$ cat config.mk
export PLATFORM = sky130hd
export DESIGN_NAME = vending_credit_and_change_controller
export DESIGN_NICKNAME = d
export VERILOG_FILES = /design/src/hdl/vccc_pkg.sv /design/src/hdl/vending_credit_and_change_controller.sv
export SDC_FILE = /design/constraint.sdc
export NUM_CORES = 1
export LEC_CHECK = 0
export ABC_CLOCK_PERIOD_IN_PS = 13500
export CAP_MARGIN = 10
export CORE_UTILIZATION = 35
export CTS_BUF_LIST = sky130_fd_sc_hd__clkbuf_8
export DETAILED_ROUTE_END_ITERATION = 10
export DONT_BUFFER_PORTS = 1
export SLEW_MARGIN = 20
export SYNTH_ARGS = -nofsm -noshare
export SYNTH_HDL_FRONTEND = slang
export SYNTH_SLANG_ARGS = --single-unit
$ cat constraint.sdc
create_clock -name clk -period 13.5 [get_ports clk]
set_clock_uncertainty 0.05 [all_clocks]
set_input_delay 2.7 -clock clk [delete_from_list [all_inputs] [get_ports clk]]
set_output_delay 2.7 -clock clk [all_outputs]
set_load 0.02 [all_outputs]
$ cat src/hdl/vccc_pkg.sv
// Package for the vending credit and change controller.
// Holds request and status codes, coin values and the reset contents of the tables.
// Depends on nothing.
package vccc_pkg;

    localparam int NUM_ITEMS = 9;
    localparam int SLOTS = 16;
    localparam int NUM_COINS = 5;

    localparam logic [8:0] CREDIT_MAX = 9'd511;
    localparam logic [15:0] STORE_MAX = 16'hFFFF;
    localparam logic [5:0] MAX_CHANGE = 6'd40;
    localparam logic [7:0] STOCK_RESET = 8'd9;

    typedef enum logic [1:0] {
        OP_SELECT = 2'd0,
        OP_COIN = 2'd1,
        OP_PRICE = 2'd2,
        OP_STOCK = 2'd3
    } op_t;

    typedef enum logic [2:0] {
        ST_SELECTED = 3'd0,
        ST_CREDIT = 3'd1,
        ST_DISPENSED = 3'd2,
        ST_BAD_ITEM = 3'd3,
        ST_NO_STOCK = 3'd4,
        ST_BAD_COIN = 3'd5,
        ST_WRONG_MODE = 3'd6,
        ST_WRITTEN = 3'd7
    } status_t;

    localparam logic [2:0] COIN_NICKEL = 3'd0;
    localparam logic [2:0] COIN_DIME = 3'd1;
    localparam logic [2:0] COIN_QUARTER = 3'd2;
    localparam logic [2:0] COIN_LOONIE = 3'd3;
    localparam logic [2:0] COIN_TOONIE = 3'd4;

    localparam logic [7:0] PRICE_RESET [SLOTS] = '{
        8'd40, 8'd60, 8'd50, 8'd30, 8'd40, 8'd80, 8'd55, 8'd45,
        8'd60, 8'd0, 8'd0, 8'd0, 8'd0, 8'd0, 8'd0, 8'd0
    };

    localparam logic [15:0] STORE_RESET [NUM_COINS] = '{
        16'd10, 16'd10, 16'd10, 16'd10, 16'd0
    };

    // Value of a coin in 5-cent units; invalid codes are worth nothing.
    function automatic logic [5:0] coin_units(input logic [2:0] code);
        logic [5:0] units;
        case (code)
            COIN_NICKEL: units = 6'd1;
            COIN_DIME: units = 6'd2;
            COIN_QUARTER: units = 6'd5;
            COIN_LOONIE: units = 6'd20;
            COIN_TOONIE: units = 6'd40;
            default: units = 6'd0;
        endcase
        return units;
    endfunction

endpackage

$ cat src/hdl/vending_credit_and_change_controller.sv
// Vending credit and change controller, top level.
// Depends on vccc_pkg for codes, coin values and table reset contents.
//
// The controller takes one request per clock cycle while the output side is not
// stalled, and returns one result per request. A request is first held in an input
// register; once the output register can take a result, the price and stock tables,
// the credit and the coin counts are read and updated in one step and the result is
// loaded into the output register, so consecutive requests see each other's effects
// in order. Money is counted in 5-cent units and change is paid greedily in loonies,
// quarters, dimes and nickels.
module vending_credit_and_change_controller (
    input  logic       clk,
    input  logic       rst_n,
    input  logic       in_valid,
    output logic       in_ready,
    input  logic [1:0] op,
    input  logic [3:0] item,
    input  logic [2:0] coin,
    input  logic [7:0] new_value,
    output logic       out_valid,
    input  logic       out_ready,
    output logic [2:0] status,
    output logic [8:0] credit,
    output logic       change_loonies,
    output logic [1:0] change_quarters,
    output logic [1:0] change_dimes,
    output logic       change_nickels,
    output logic [7:0] stock_left
);
    import vccc_pkg::*;

    logic        req_valid_reg;
    op_t         op_reg;
    logic [3:0]  item_reg;
    logic [2:0]  coin_reg;
    logic [7:0]  value_reg;

    logic        paying_reg, paying_next;
    logic [3:0]  slot_reg, slot_next;
    logic [8:0]  credit_reg, credit_next;
    logic [7:0]  price_reg [SLOTS];
    logic [7:0]  price_next [SLOTS];
    logic [7:0]  stock_reg [SLOTS];
    logic [7:0]  stock_next [SLOTS];
    logic [15:0] store_reg [NUM_COINS];
    logic [15:0] store_next [NUM_COINS];
    logic [31:0] earned_reg, earned_next;

    logic        res_valid_reg;
    status_t     status_reg, status_next;
    logic [8:0]  res_credit_reg, res_credit_next;
    logic        loonies_reg, loonies_next;
    logic [1:0]  quarters_reg, quarters_next;
    logic [1:0]  dimes_reg, dimes_next;
    logic        nickels_reg, nickels_next;
    logic [7:0]  stock_left_reg, stock_left_next;

    logic        advance;
    logic        item_ok;
    logic [3:0]  rd_slot;
    logic [7:0]  price_rd;
    logic [7:0]  stock_rd;
    logic [7:0]  stock_dec;
    logic [5:0]  coin_val;
    logic [9:0]  sum_raw;
    logic [8:0]  sum;
    logic        reaches;
    logic [8:0]  rem_wide;
    logic        too_much;
    logic [5:0]  rem;
    logic        chg_l;
    logic [4:0]  rem1;
    logic [1:0]  chg_q;
    logic [4:0]  rem2;
    logic [1:0]  chg_d;
    logic        chg_n;
    logic [1:0]  take [NUM_COINS];
    logic [15:0] cnt;
    logic [32:0] earned_sum;

    assign advance = req_valid_reg && (!res_valid_reg || out_ready);
    assign in_ready = !req_valid_reg || advance;

    always_ff @(posedge clk or negedge rst_n)
    begin
        if (!rst_n)
        begin
            req_valid_reg <= 1'b0;
        end
        else if (in_ready)
        begin
            req_valid_reg <= in_valid;
        end
    end

    always_ff @(posedge clk)
    begin
        if (in_valid && in_ready)
        begin
            op_reg <= op_t'(op);
            item_reg <= item;
            coin_reg <= coin;
            value_reg <= new_value;
        end
    end

    // Shared arithmetic for all requests: item check and table reads, and the sums and change for a coin request.
    always_comb
    begin
        item_ok = {28'd0, item_reg} < NUM_ITEMS;
        rd_slot = (op_reg == OP_COIN) ? slot_reg : item_reg;
        price_rd = price_reg[slot_reg];
        stock_rd = stock_reg[rd_slot];
        stock_dec = (stock_rd != 8'd0) ? stock_rd - 8'd1 : 8'd0;
        coin_val = coin_units(coin_reg);
        sum_raw = {1'b0, credit_reg} + {4'd0, coin_val};
        sum = (sum_raw > {1'b0, CREDIT_MAX}) ? CREDIT_MAX : sum_raw[8:0];
        reaches = sum >= {1'b0, price_rd};
        rem_wide = sum - {1'b0, price_rd};
        too_much = reaches && (rem_wide >= {3'd0, MAX_CHANGE});
        rem = rem_wide[5:0];
        chg_l = rem >= 6'd20;
        rem1 = chg_l ? 5'(rem - 6'd20) : rem[4:0];
        if (rem1 >= 5'd15)
        begin
            chg_q = 2'd3;
        end
        else if (rem1 >= 5'd10)
        begin
            chg_q = 2'd2;
        end
        else if (rem1 >= 5'd5)
        begin
            chg_q = 2'd1;
        end
        else
        begin
            chg_q = 2'd0;
        end
        rem2 = rem1 - {1'b0, chg_q, 2'b00} - {3'd0, chg_q};
        chg_d = rem2[2:1];
        chg_n = rem2[0];
        earned_sum = {1'b0, earned_reg} + {27'd0, coin_val};
    end

    always_comb
    begin
        paying_next = paying_reg;
        slot_next = slot_reg;
        credit_next = credit_reg;
        price_next = price_reg;
        stock_next = stock_reg;
        store_next = store_reg;
        earned_next = earned_reg;
        status_next = ST_WRONG_MODE;
        res_credit_next = credit_reg;
        loonies_next = 1'b0;
        quarters_next = 2'd0;
        dimes_next = 2'd0;
        nickels_next = 1'b0;
        stock_left_next = 8'd0;
        for (int k = 0; k < NUM_COINS; k++)
        begin
            take[k] = 2'd0;
        end
        cnt = 16'd0;

        case (op_reg)
            OP_COIN:
            begin
                stock_left_next = stock_rd;
                if (!paying_reg)
                begin
                    status_next = ST_WRONG_MODE;
                end
                else if (coin_reg > COIN_TOONIE || too_much)
                begin
                    status_next = ST_BAD_COIN;
                end
                else
                begin
                    credit_next = sum;
                    res_credit_next = sum;
                    earned_next = earned_sum[32] ? 32'hFFFF_FFFF : earned_sum[31:0];
                    status_next = ST_CREDIT;
                    if (reaches)
                    begin
                        status_next = ST_DISPENSED;
                        loonies_next = chg_l;
                        quarters_next = chg_q;
                        dimes_next = chg_d;
                        nickels_next = chg_n;
                        take[COIN_LOONIE] = {1'b0, chg_l};
                        take[COIN_QUARTER] = chg_q;
                        take[COIN_DIME] = chg_d;
                        take[COIN_NICKEL] = {1'b0, chg_n};
                        stock_next[slot_reg] = stock_dec;
                        stock_left_next = stock_dec;
                        credit_next = 9'd0;
                        paying_next = 1'b0;
                    end
                    for (int k = 0; k < NUM_COINS; k++)
                    begin
                        cnt = store_reg[k];
                        if (coin_reg == 3'(k) && cnt != STORE_MAX)
                        begin
                            cnt = cnt + 16'd1;
                        end
                        store_next[k] = (cnt > {14'd0, take[k]}) ? cnt - {14'd0, take[k]} : 16'd0;
                    end
                end
            end
            default:
            begin
                stock_left_next = item_ok ? stock_rd : 8'd0;
                if (paying_reg)
                begin
                    status_next = ST_WRONG_MODE;
                end
                else if (!item_ok)
                begin
                    status_next = ST_BAD_ITEM;
                end
                else if (op_reg == OP_SELECT)
                begin
                    if (stock_rd == 8'd0)
                    begin
                        status_next = ST_NO_STOCK;
                    end
                    else
                    begin
                        status_next = ST_SELECTED;
                        slot_next = item_reg;
                        credit_next = 9'd0;
                        res_credit_next = 9'd0;
                        paying_next = 1'b1;
                    end
                end
                else
                begin
                    status_next = ST_WRITTEN;
                    if (op_reg == OP_PRICE)
                    begin
                        price_next[item_reg] = value_reg;
                    end
                    else
                    begin
                        stock_next[item_reg] = value_reg;
                        stock_left_next = value_reg;
                    end
                end
            end
        endcase
    end

    always_ff @(posedge clk or negedge rst_n)
    begin
        if (!rst_n)
        begin
            paying_reg <= 1'b0;
            slot_reg <= 4'd0;
            credit_reg <= 9'd0;
            earned_reg <= 32'd0;
            for (int i = 0; i < SLOTS; i++)
            begin
                price_reg[i] <= PRICE_RESET[i];
                stock_reg[i] <= STOCK_RESET;
            end
            for (int k = 0; k < NUM_COINS; k++)
            begin
                store_reg[k] <= STORE_RESET[k];
            end
        end
        else if (advance)
        begin
            paying_reg <= paying_next;
            slot_reg <= slot_next;
            credit_reg <= credit_next;
            earned_reg <= earned_next;
            price_reg <= price_next;
            stock_reg <= stock_next;
            store_reg <= store_next;
        end
    end

    always_ff @(posedge clk or negedge rst_n)
    begin
        if (!rst_n)
        begin
            res_valid_reg <= 1'b0;
        end
        else if (advance)
        begin
            res_valid_reg <= 1'b1;
        end
        else if (out_ready)
        begin
            res_valid_reg <= 1'b0;
        end
    end

    always_ff @(posedge clk)
    begin
        if (advance)
        begin
            status_reg <= status_next;
            res_credit_reg <= res_credit_next;
            loonies_reg <= loonies_next;
            quarters_reg <= quarters_next;
            dimes_reg <= dimes_next;
            nickels_reg <= nickels_next;
            stock_left_reg <= stock_left_next;
        end
    end

    assign out_valid = res_valid_reg;
    assign status = status_reg;
    assign credit = res_credit_reg;
    assign change_loonies = loonies_reg;
    assign change_quarters = quarters_reg;
    assign change_dimes = dimes_reg;
    assign change_nickels = nickels_reg;
    assign stock_left = stock_left_reg;

endmodule

==> key figures <==
GRT
  • First-pass GRT wire length: 73300 um
  • GR Overflow Total: 0
  • Total routing usage reported by global routing: 19.3%
  • Antenna violations before repair: 6
  • Via count of the first global-routing pass: between 10000 and 15000
  • Largest net degree at the start of global routing: 273

Route
  • Number of DRC markers after the initial detailed-route iteration: 983
  • Via count: 12000
  • Average wire length per cell after detail routing: 23.0 um
  • # DRC: 0
  • Final wirelength: 47400 um
  • Via/cell ratio: 5.83
  • Antenna violation net count after detailed routing: 0
  • Initial DRT Pass Iterations: 7

Clocking
  • Clock buffer depth: 3
  • Clock slew seen by the registers of the worst setup and hold paths: 60 ps
  • TritonCTS clock tree: yes
  • Hold bufs inserted after CTS: 0
  • Post-CTS Repair Setup Buffers: 0
  • CTS Root Cell: sky130_fd_sc_hd__clkbuf_8
  • Number of gates given a new drive strength after cts: 0
  • Number of sinks handled by clock tree synthesis: between 300 and 400
  • Number of buffers added by the clock tree synthesis step: 53
  • CTS H-tree depth: 2
  • Skew-Pair Late Insertion Delay: between 600 and 700 ps

Floorplanning
  • Overall die area: between 40000 and 50000 um2
  • Chip Width: 222 um
  • Count of pins on the block boundary: 49
  • Overall die height: 222 um
  • Initial Util: a little over a third
  • Core Footprint: 47700 um2
  • Number of cell rows: 80

Finish
  • Most common library cell in the layout ignoring fill and taps: sky130_fd_sc_hd__dfrtp_1
  • Proportion of layout cells with a drive suffix above 1: 29.6%
  • Final nets: 1440
  • Highest-count cells in the layout ignoring fill and taps: 208 x sky130_fd_sc_hd__dfrtp_1, 175 x sky130_fd_sc_hd__mux2_2, 103 x sky130_fd_sc_hd__o21ai_0
  • Area occupied by multi-input gates: 7920 um2
  • Final core utilization: about two fifths
  • Final cell area excluding filler cells: approximately 18000 um2
  • Area added between synthesis and finish: 8.36%
  • Filler cell count: 4484
  • Register Area: 8180 um2

Placed design
  • Half-perimeter wire length after detailed placement: 31500 um
  • Number of I/O port buffers: 0
  • Global placement routability congestion: a little over 0.9
  • Placed Instance Area: 17200 um2

Power
  • Final total power: about 3600 uW
  • Comb pwr share: 39.9%
  • Leakage power of the design: 0.00776 uW
  • Clock share of power: 26.8%
  • Switching power summed over all nets: 1390 uW
  • Fraction of power consumed by sequential logic: 33.3%
  • IR drop worst, VDD: roughly 0.00014 V
  • Power density over cell area: 195 nW/um2
  • Sw frac: between 30% and 40%
  • Internal power summed over all cells: approximately 2200 uW

Worst setup path
  • Crit path DAT: 7240 ps
  • FF-to-FF path depth: 19
  • R2R Path Start: coin_reg[0]$_DFFE_PP_
  • Crit Path Category: reg -> reg
  • Max FO, Critical Path: 46
  • Startpoint type of the worst setup path: register
  • Endpoint of the most critical setup path: stock_reg[108]$_DFFE_PN0P_
  • Reg-to-Reg End: stock_reg[108]$_DFFE_PN0P_
  • Worst reg2reg setup slack: 6730 ps
  • Category of the worst setup path capture point: register
  • Critical path launch point: coin_reg[0]$_DFFE_PP_
  • CP Data Required Time: 13970 ps

STA
  • Minimum clock period after layout: slightly below 7000 ps
  • Total Negative Setup Slacks: 0 ps
  • Fmax achieved: roughly 150 MHz
  • Unrepaired setup endpoints after global routing: false
  • Pin slew with the least headroom to its limit: 1100 ps
  • Remaining max-slew budget at the tightest pin: between 20% and 30%
  • Total count of max-transition violations in the final report: 0
  • Number of failing hold endpoints at the final stage: 0
  • Number of setup violations in the final report: 0
  • Fin crit share: 50.2%

Logic synthesis
  • Syn. warnings: 0
  • Number of storage elements in the synthesis netlist: 315
  • Area of the mapped netlist: 17000 um2
  • Yosys cell types: approximately 90
  • Number of enable flip-flop cells after synthesis: 43
  • Fraction of the yosys area taken by sequential cells: 48.2%
  • Top cell type's share of synthesized area: 31.0%
  • Nets in the synthesized netlist: about 1500
  • Largest area contributor in the netlist: sky130_fd_sc_hd__dfrtp_1
  • Top flip-flop cell by instance count after synthesis: sky130_fd_sc_hd__dfrtp_1
  • Async S/R FF share, synth: 86.3%
  • Average size of a mapped cell: 11.5 um2
  • Gate Count Post-Synth: 1476
  • Top area cells in the synthesized netlist: sky130_fd_sc_hd__dfrtp_1 31%, sky130_fd_sc_hd__mux2_2 12%, sky130_fd_sc_hd__dfstp_2 9.6%

Hold path
  • Worst Hold Class: reg -> reg
  • Hold path cells: 0

Job
  • Total of max-cap violations: 0

Status
  • Status: finished, final reports clean
## metal layers
| metal | share of wire (%) | wire length [um] | vias to the layer above | track usage [%] |
|---|---|---|---|---|
| met3 | 7.1 | 3380 | 143 | 4.64 |
| met1 | 43 | 20200 | 6047 | 25.1 |
| met5 | 0.087 | 41 | - | 0 |
| met2 | 46 | 21800 | 449 | 30.3 |
| li1 | - | - | 5349 | - |
| met4 | 4.1 | 1960 | 6 | 9.30 |
## per-stage QoR
step / hold WS, ps / setup WS [ps] / instances
4_1_cts: 326 / 6780 / 2056
3_5_place_dp: 312 / 6830 / 1958
3_3_place_gp: 310 / 6980 / 1958
6_report: 320 / 6730 / 2059
5_1_grt: 335 / 6190 / 2058
2_1_floorplan: 374 / 7040 / 1476
## final cells by class
type | count | area share [%]
Timing Repair Buffer | 15 | 0.613
Sequential cell | 315 | 44.5
Multi-Input combinational cell | 957 | 43.1
Tap cell | 615 | 4.19
Clock inverter | 35 | 1.75
Antenna cell | 3 | 0.0408
Inverter | 56 | 1.14
Clock buffer | 63 | 4.72
## worst max-delay path, stage by stage (launching register included)
cell                        delay (ps)
sky130_fd_sc_hd__edfxtp_1          430
sky130_fd_sc_hd__nor3b_1           350
sky130_fd_sc_hd__ha_1              340
sky130_fd_sc_hd__and2_1            200
sky130_fd_sc_hd__a221oi_1          370
sky130_fd_sc_hd__nand2_1           180
sky130_fd_sc_hd__nand2_1           130
sky130_fd_sc_hd__nand3_1           150
sky130_fd_sc_hd__ha_1              340
sky130_fd_sc_hd__nor2b_1           150
sky130_fd_sc_hd__o211a_1           200
sky130_fd_sc_hd__a211oi_1          610
sky130_fd_sc_hd__nand2_1           200
sky130_fd_sc_hd__a2111oi_2         440
sky130_fd_sc_hd__nor3_1            100
sky130_fd_sc_hd__nor4b_2           850
sky130_fd_sc_hd__and4_1            300
sky130_fd_sc_hd__buf_4             450
sky130_fd_sc_hd__a21o_1            400
sky130_fd_sc_hd__mux2_2            380
## how the worst min path moves through the flow
stage	start	to	slack, ps
after floorplan	price_reg[10]$_DFFE_PN0P_	price_reg[10]$_DFFE_PN0P_	370
after global placement	price_reg[43]$_DFFE_PN0P_	price_reg[43]$_DFFE_PN0P_	310
after detailed placement	price_reg[9]$_DFFE_PN0P_	price_reg[9]$_DFFE_PN0P_	310
after CTS	price_reg[9]$_DFFE_PN0P_	price_reg[9]$_DFFE_PN0P_	330
after global routing	price_reg[54]$_DFFE_PN0P_	price_reg[54]$_DFFE_PN0P_	330
final	price_reg[13]$_DFFE_PN0P_	price_reg[13]$_DFFE_PN0P_	320
## power groups by stage
stage          Combinational, uW  Sequential [uW]  Clock [uW]
2_1_floorplan               1150             1150           0
4_1_cts                     1410             1190         983
3_3_place_gp                1380             1210           0
3_5_place_dp                1400             1210           0
6_report                    1430             1190         959
5_1_grt                     1560             1200        1020
## synthesized netlist by cell type, types with 6 or more instances
master and count:
sky130_fd_sc_hd__dfrtp_1 210, sky130_fd_sc_hd__o31ai_1 6, sky130_fd_sc_hd__nor3_1 15, sky130_fd_sc_hd__clkbuf_1 99, sky130_fd_sc_hd__nand3_1 24, sky130_fd_sc_hd__inv_1 55, sky130_fd_sc_hd__nand4_1 12, sky130_fd_sc_hd__mux2i_1 7
sky130_fd_sc_hd__o22a_1 31, sky130_fd_sc_hd__and2_1 10, sky130_fd_sc_hd__a31oi_1 38, sky130_fd_sc_hd__ha_1 18, sky130_fd_sc_hd__dfstp_2 62, sky130_fd_sc_hd__a21o_1 15, sky130_fd_sc_hd__edfxtp_1 43, sky130_fd_sc_hd__a21oi_1 46
sky130_fd_sc_hd__buf_2 27, sky130_fd_sc_hd__o21ai_0 103, sky130_fd_sc_hd__nor2b_1 12, sky130_fd_sc_hd__mux4_2 54, sky130_fd_sc_hd__a211oi_1 36, sky130_fd_sc_hd__buf_6 10, sky130_fd_sc_hd__and3_1 6, sky130_fd_sc_hd__nor2_1 95
sky130_fd_sc_hd__o22ai_1 38, sky130_fd_sc_hd__buf_1 8, sky130_fd_sc_hd__mux2_2 175, sky130_fd_sc_hd__a22o_1 15, sky130_fd_sc_hd__nand2b_1 10, sky130_fd_sc_hd__nand2_1 68, sky130_fd_sc_hd__a221oi_1 6, sky130_fd_sc_hd__xnor2_1 10
## logic make-up after synthesis
logic type / after synthesis / synth area share, %
DFF: 315 / 48.2
buffers and inverters: 204 / 5.24
adders and majority gates: 22 / 1.74
and+or+nand+nor: 294 / 8.98
AOI/OAI and AO/OA: 389 / 15.6
xor gates and xnor gates: 14 / 0.804
muxes: 238 / 19.4
No activity file was read; power rests on OpenSTA's default activity.
